`src/design/lcs_pkg.sv`:
```
// Shared constants, types and codes for the fully associative LRU cache set.
package lcs_pkg;

    localparam int WAYS      = 16;
    localparam int IDX_W     = $clog2(WAYS);
    localparam int CNT_W     = $clog2(WAYS + 1);
    localparam int ADDR_W    = 48;
    localparam int STAMP_W   = 32;
    localparam int SHIFT_W   = 4;

    localparam logic [SHIFT_W-1:0] SHIFT_RESET = SHIFT_W'(6);

    localparam logic OP_ACCESS     = 1'b0;
    localparam logic OP_INVALIDATE = 1'b1;

    typedef logic [IDX_W-1:0]   lcs_idx_t;
    typedef logic [ADDR_W-1:0]  lcs_block_t;
    typedef logic [STAMP_W-1:0] lcs_stamp_t;

    // One way as read back from the store.
    typedef struct packed {
        logic       valid;
        lcs_block_t block;
        lcs_stamp_t stamp;
    } lcs_rd_t;

    // One write into the store.
    typedef struct packed {
        logic       en;
        lcs_idx_t   idx;
        logic       valid;
        lcs_block_t block;
        lcs_stamp_t stamp;
    } lcs_wr_t;

    // Running result of the scan over the ways.
    typedef struct packed {
        logic       hit_found;
        lcs_idx_t   hit_idx;
        logic       inv_found;
        lcs_idx_t   inv_idx;
        logic       min_found;
        lcs_idx_t   min_idx;
        lcs_stamp_t min_stamp;
        lcs_block_t min_block;
    } lcs_track_t;

    typedef enum logic [2:0] {
        ST_IDLE   = 3'b001,
        ST_SCAN   = 3'b010,
        ST_UPDATE = 3'b100
    } lcs_state_t;

endpackage

```
`src/design/lcs_way_store.sv`:
```
// Way storage: valid flags in flip-flops, block and stamp in a registered-read memory.
module lcs_way_store (
    input  logic            aclk,
    input  logic            aresetn,
    input  lcs_pkg::lcs_idx_t rd_idx,
    input  lcs_pkg::lcs_wr_t  wr,
    output lcs_pkg::lcs_rd_t  rd
);
    import lcs_pkg::*;

    logic [WAYS-1:0] valid_reg;
    lcs_block_t      block_mem [WAYS];
    lcs_stamp_t      stamp_mem [WAYS];
    lcs_rd_t         rd_reg;

    always_ff @(posedge aclk) begin
        if (!aresetn) begin
            valid_reg <= '0;
        end else if (wr.en) begin
            valid_reg[wr.idx] <= wr.valid;
        end
    end

    always_ff @(posedge aclk) begin
        if (wr.en) begin
            block_mem[wr.idx] <= wr.block;
            stamp_mem[wr.idx] <= wr.stamp;
        end
        rd_reg.valid <= valid_reg[rd_idx];
        rd_reg.block <= block_mem[rd_idx];
        rd_reg.stamp <= stamp_mem[rd_idx];
    end

    assign rd = rd_reg;

endmodule

```
`src/design/lcs_scan_unit.sv`:
```
// Shared compare unit: folds one way into the running hit, free-way and oldest-stamp search.
module lcs_scan_unit (
    input  lcs_pkg::lcs_rd_t    rd,
    input  lcs_pkg::lcs_idx_t   idx,
    input  lcs_pkg::lcs_block_t blk,
    input  lcs_pkg::lcs_track_t cur,
    output lcs_pkg::lcs_track_t nxt
);
    import lcs_pkg::*;

    always_comb begin
        nxt = cur;
        if (rd.valid && (rd.block == blk) && !cur.hit_found) begin
            nxt.hit_found = 1'b1;
            nxt.hit_idx   = idx;
        end
        if (!rd.valid && !cur.inv_found) begin
            nxt.inv_found = 1'b1;
            nxt.inv_idx   = idx;
        end
        // Strict less-than keeps the lowest-numbered way among equal stamps.
        if (rd.valid && (!cur.min_found || (rd.stamp < cur.min_stamp))) begin
            nxt.min_found = 1'b1;
            nxt.min_idx   = idx;
            nxt.min_stamp = rd.stamp;
            nxt.min_block = rd.block;
        end
    end

endmodule

```
`src/design/lru_cache_set_core.sv`:
```
// Top level of the fully associative LRU cache set: sequencer, request and result registers.
//
//  Channel  | Direction | Handshake        | Payload
//  ---------+-----------+------------------+-------------------------------------------
//  s_       | in        | s_valid/s_ready  | s_opcode, s_address, s_stamp
//  m_       | out       | m_valid/m_ready  | m_hit, m_evicted_valid, m_evicted_block
//  cfg_     | in        | cfg_wr_en        | cfg_wr_data (block_size_log2)
//
// Each request passes in turn through taking the request, a scan in which the
// single compare unit examines one way per cycle through the registered read
// port of the way store, and a step that writes the chosen way and loads the result.
// Reset clears the sequencer, the result valid flag, all way valid flags and sets
// the block size shift to six; no clearing pass is needed.
// A stalled result holds the block in its update step until the result is taken,
// but a new request is accepted while the previous result still waits.
module lru_cache_set_core (
    input  logic                   aclk,
    input  logic                   aresetn,
    input  logic                   cfg_wr_en,
    input  logic [lcs_pkg::SHIFT_W-1:0] cfg_wr_data,
    input  logic                   s_valid,
    output logic                   s_ready,
    input  logic                   s_opcode,
    input  logic [lcs_pkg::ADDR_W-1:0]  s_address,
    input  logic [lcs_pkg::STAMP_W-1:0] s_stamp,
    output logic                   m_valid,
    input  logic                   m_ready,
    output logic                   m_hit,
    output logic                   m_evicted_valid,
    output logic [lcs_pkg::ADDR_W-1:0]  m_evicted_block
);
    import lcs_pkg::*;

    // Configuration register holding the address shift.
    logic [SHIFT_W-1:0] shift_reg;

    // Sequencer state and the latched request.
    lcs_state_t  state_reg, state_next;
    logic        op_reg, op_next;
    lcs_block_t  blk_reg, blk_next;
    lcs_stamp_t  stamp_reg, stamp_next;

    // The issue counter addresses the store; the check flag marks read data
    // that has come back for the way held in chk_idx_reg.
    logic [CNT_W-1:0] iss_reg, iss_next;
    logic             chk_reg, chk_next;
    lcs_idx_t         chk_idx_reg, chk_idx_next;
    lcs_track_t       track_reg, track_next, track_fold;

    // Result register.
    logic        m_valid_reg, m_valid_next;
    logic        hit_reg, hit_next;
    logic        ev_valid_reg, ev_valid_next;
    lcs_block_t  ev_block_reg, ev_block_next;

    lcs_rd_t     rd;
    lcs_wr_t     wr;
    logic        accept;
    logic        out_free;

    assign accept   = s_valid && s_ready;
    assign out_free = !m_valid_reg || m_ready;

    lcs_way_store u_store (
        .aclk    (aclk),
        .aresetn (aresetn),
        .rd_idx  (iss_reg[IDX_W-1:0]),
        .wr      (wr),
        .rd      (rd)
    );

    lcs_scan_unit u_scan (
        .rd  (rd),
        .idx (chk_idx_reg),
        .blk (blk_reg),
        .cur (track_reg),
        .nxt (track_fold)
    );

    always_comb begin
        state_next    = state_reg;
        op_next       = op_reg;
        blk_next      = blk_reg;
        stamp_next    = stamp_reg;
        iss_next      = iss_reg;
        chk_next      = 1'b0;
        chk_idx_next  = chk_idx_reg;
        track_next    = track_reg;
        m_valid_next  = m_valid_reg && !m_ready;
        hit_next      = hit_reg;
        ev_valid_next = ev_valid_reg;
        ev_block_next = ev_block_reg;
        wr            = '0;

        unique case (state_reg)
            ST_IDLE: begin
                if (accept) begin
                    // The block address is formed once, as the request is taken.
                    op_next    = s_opcode;
                    blk_next   = s_address >> shift_reg;
                    stamp_next = s_stamp;
                    iss_next   = '0;
                    track_next = '0;
                    state_next = ST_SCAN;
                end
            end
            ST_SCAN: begin
                if (iss_reg < CNT_W'(WAYS)) begin
                    iss_next     = iss_reg + CNT_W'(1);
                    chk_next     = 1'b1;
                    chk_idx_next = iss_reg[IDX_W-1:0];
                end
                if (chk_reg) begin
                    track_next = track_fold;
                    if (chk_idx_reg == IDX_W'(WAYS - 1)) begin
                        state_next = ST_UPDATE;
                    end
                end
            end
            ST_UPDATE: begin
                if (out_free) begin
                    m_valid_next  = 1'b1;
                    hit_next      = track_reg.hit_found;
                    ev_valid_next = 1'b0;
                    ev_block_next = '0;
                    state_next    = ST_IDLE;
                    if (op_reg == OP_INVALIDATE) begin
                        // A matching way is cleared: its valid flag, block and stamp all go to zero.
                        wr.en    = track_reg.hit_found;
                        wr.idx   = track_reg.hit_idx;
                        wr.valid = 1'b0;
                        wr.block = '0;
                        wr.stamp = '0;
                    end else if (track_reg.hit_found) begin
                        wr.en    = 1'b1;
                        wr.idx   = track_reg.hit_idx;
                        wr.valid = 1'b1;
                        wr.block = blk_reg;
                        wr.stamp = stamp_reg;
                    end else begin
                        // Miss: a free way wins over the oldest valid way.
                        wr.en    = 1'b1;
                        wr.valid = 1'b1;
                        wr.block = blk_reg;
                        wr.stamp = stamp_reg;
                        if (track_reg.inv_found) begin
                            wr.idx = track_reg.inv_idx;
                        end else begin
                            wr.idx        = track_reg.min_idx;
                            ev_valid_next = 1'b1;
                            ev_block_next = track_reg.min_block;
                        end
                    end
                end
            end
            default: begin
                state_next = ST_IDLE;
            end
        endcase
    end

    always_ff @(posedge aclk) begin
        if (!aresetn) begin
            state_reg   <= ST_IDLE;
            chk_reg     <= 1'b0;
            m_valid_reg <= 1'b0;
            shift_reg   <= SHIFT_RESET;
        end else begin
            state_reg   <= state_next;
            chk_reg     <= chk_next;
            m_valid_reg <= m_valid_next;
            if (cfg_wr_en) begin
                shift_reg <= cfg_wr_data;
            end
        end
    end

    always_ff @(posedge aclk) begin
        op_reg       <= op_next;
        blk_reg      <= blk_next;
        stamp_reg    <= stamp_next;
        iss_reg      <= iss_next;
        chk_idx_reg  <= chk_idx_next;
        track_reg    <= track_next;
        hit_reg      <= hit_next;
        ev_valid_reg <= ev_valid_next;
        ev_block_reg <= ev_block_next;
    end

    assign s_ready         = (state_reg == ST_IDLE);
    assign m_valid         = m_valid_reg;
    assign m_hit           = hit_reg;
    assign m_evicted_valid = ev_valid_reg;
    assign m_evicted_block = ev_block_reg;

endmodule

```
`config.mk`:
```
export PLATFORM = sky130hd
export DESIGN_NAME = lru_cache_set_core
export DESIGN_NICKNAME = d
export VERILOG_FILES = /design/src/design/lcs_pkg.sv /design/src/design/lcs_way_store.sv /design/src/design/lcs_scan_unit.sv /design/src/design/lru_cache_set_core.sv
export SDC_FILE = /design/constraint.sdc
export NUM_CORES = 2
export LEC_CHECK = 0
export CORE_AREA = 2 2 400 402
export DETAILED_ROUTE_END_ITERATION = 16
export DIE_AREA = 0 0 402 404
export DONT_BUFFER_PORTS = 1
export GPL_ROUTABILITY_DRIVEN = 0
export PLACE_DENSITY = 0.52
export RECOVER_POWER = 50
export SLEW_MARGIN = 30
export SYNTH_ARGS = -nofsm -noshare
export SYNTH_HDL_FRONTEND = slang
export SYNTH_SLANG_ARGS = --single-unit
```
`constraint.sdc`:
```
create_clock -name aclk -period 12.3 [get_ports aclk]
set_input_delay 1.845 -clock aclk [delete_from_list [all_inputs] [get_ports aclk]]
set_output_delay 1.845 -clock aclk [all_outputs]
set_load 0.03 [all_outputs]
```
==> impl_results.md <==
- Outcome: finished with violations
- Failing checks: capacitance limit, slew limit
- Clk_lat worst skew: roughly 0.80 ns
- Async S/R FF share, synth: 0%
- CP Capture Type: register
- Initial DRC Count: 2798
- Largest net degree at the start of global routing: 146
- Setup_tns: 0 ns
- Unrepaired setup endpoints after global routing: false
- Worst EP required: 12.58 ns
- Post-synth top area share: 72.3%
- Final wirelength: 156000 microns
- Tcrit/Tclk final: between 60% and 70%
- Number of synthesized flops with an enable pin: 1515
- Max Buffers Root-to-Sink: 3
- Core box area: roughly 160000 sq um
- Gr busiest metal: met2
- Setup Skew: between 0.03 and 0.04 ns
- DRC viols: 0
- Final net count: between 3000 and 4000
- Syn. warnings: 0
- Met3 Use GR: 3.13%
- Die area: roughly 160000 sq um
- Port bufs: 0
- Post-synthesis cell area: approximately 63000 sq um
- Met2 usage: between 30% and 40%
- Routing usage on met1: between 20% and 30%
- Fmax: 119 MHz
- Multi-input gate area: between 10000 and 15000 sq um
- Via count: about 29000
- Inserted Clock Buffers: ~170
- Die Wd: 402 microns
- Yosys cell types: 58
- DRT Pass-1 Iters: 7
- Antenna viol nets, final: 0
- Vias in the first global route: roughly 30000
- CTS root buffer: clkbuf_16
- Setup Crit Path Kind: input pin to register
- Post-CTS setup buffers: 0
- Syn Area/Cell: between 20 and 25 sq um
- Hold Vio Cnt, Final: 0
- Min-delay worst type: register to register
- Sink Count: 1621
- Top post-synthesis cells by count: 1515 x edfxtp_1, 444 x mux4_2, 199 x and2_1, 106 x dfxtp_1, 76 x clkbuf_1
- FF+latch area: approximately 48000 sq um
- Gr ovfl total: 0
- Die Y: around 400 microns
- Syn_nets: slightly above 3000
- Starting density of the core: 39.9%
- Pleak: approximately 25 nW
- TritonCTS clock tree: yes
- First-pass GRT wire length: 222000 microns
- Util after Layout: about 45%
- Antenna violations before repair: 12
- Pwr/cell area: 162 nW/um^2
- Most area-consuming cells after synthesis: edfxtp_1 72%, mux4_2 16%, dfxtp_1 3.4%
- Rel. slew slack: -217%
- CP startpoint kind: input pin
- VDD IR max: between 0.0001 and 0.00015 V
- Top_reg_cell synth: edfxtp_1
- CTS Hold Bufs: 0
- # setup viols final: 0
- Post-CTS Resized: 0
- Synth Instances: between 2000 and 3000
- Critical Path Fanout Max: between 40 and 50
- Wire length per cell: 29.8 microns
- Count of final max-slew check failures: about 1100
- Area growth syn-to-layout: 12.7%
- Arr. time, crit path: between 8 and 9 ns
- Max reg flops: 768
- Slew @ Worst Pin: around 4.8 ns
- Clk pin slew, worst setup/hold paths: 0.06 ns
- Drt via density: ~5.5
- Share of cells above drive strength 1: 24.2%
- Total track usage: a little under a fifth
- DP Wirelength: around 88000 microns
- Fill count: about 13000
- Tmin final: 8.44 ns
- Sequential fraction of the synthesis area: between 70 and 80%
- Max_cap viols: 26
- Num rows: 146
- Ports: approximately 140
- # H-tree levels: 4
- Yosys reg bits: about 1600
- Synth area leader: edfxtp_1
- Most numerous cell in the Yosys netlist: edfxtp_1
[cell usage in the layout, fill, tap and decap left out, types with 38 or more instances in the layout]
cell	count
and2_1	59
mux4_2	444
and2_0	140
inv_1	54
clkbuf_1	77
edfxtp_1	1515
clkbuf_16	174
nor2_1	47
a21oi_1	38
dfxtp_1	104
mux2i_1	54
[through the flow]
step	cell area, sq um	setup WS, ns	hold slack (ns)	total power, mW	std cells
CTS	71100	6.77	0.493	11.6	5221
global route	71000	3.55	0.517	11.9	5224
detailed placement	65600	5.92	0.485	6.61	4907
finish	71000	3.86	0.490	11.5	5226
floorplan	63000	3.09	0.446	6.46	2912
global placement	65500	6.02	0.469	6.61	4906
[area by class of cell]
class / instances / share of cell area [%]
Timing Repair Buffer: 72 / 0.732
Sequential cell: 1621 / 67.1
Clock buffer: 236 / 6.70
Inverter: 57 / 0.303
Tap cell: 2072 / 3.65
Multi-Input combinational cell: 1087 / 20.4
Clock inverter: 78 / 1.05
Antenna cell: 3 / 0.0106
[kinds of logic (layout without fill, tap and decap cells)]
kind of cell    count (synthesis)  after routing  synth area share [%]
buf+inv                       204            443                  1.49
other cells                     0              3                     0
mux                           511            511                  17.0
flops                        1621           1621                  75.6
simple gates                  390            390                  3.56
compound gates                121            121                  1.21
xor+xnor                       33             33                 0.459
fa+ha+maj                      32             32                 0.636
[where the power goes]
group | switching [mW] | internal, mW
Combinational | 0.258 | 0.162
Sequential | 0.0512 | 6.02
Clock | 2.11 | 2.92
Total | 2.42 | 9.11
[per-layer routing]
layer | up-vias | wire length (microns)
li1 | 12200 | -
met1 | 15600 | 65200
met2 | 756 | 79700
met3 | 212 | 7450
met4 | 2 | 3360
met5 | - | 13
[worst max-delay path, cell delays in order]
cell and delay [ns]:
nand2b_1 0.18, nand2_1 0.49, nor2_1 0.24, nor3_4 0.21, clkbuf_1 2.50, clkbuf_1 3.16
[path summary, 6_finish.rpt]
| path | from | endpoint | slack (ns) | depth (start not counted) |
|---|---|---|---|---|
| min | u_store.valid_reg[15] | u_store.valid_reg[15] | 0.49 | 2 |
| min reg2reg | u_store.valid_reg[15] | u_store.valid_reg[15] | 0.49 | 2 |
| max | m_ready | u_store.block_mem[2][8] | 3.86 | 6 |
| max reg2reg | iss_reg[1] | iss_reg[4] | 4.13 | 7 |
Power figures use the tool's default switching activity.
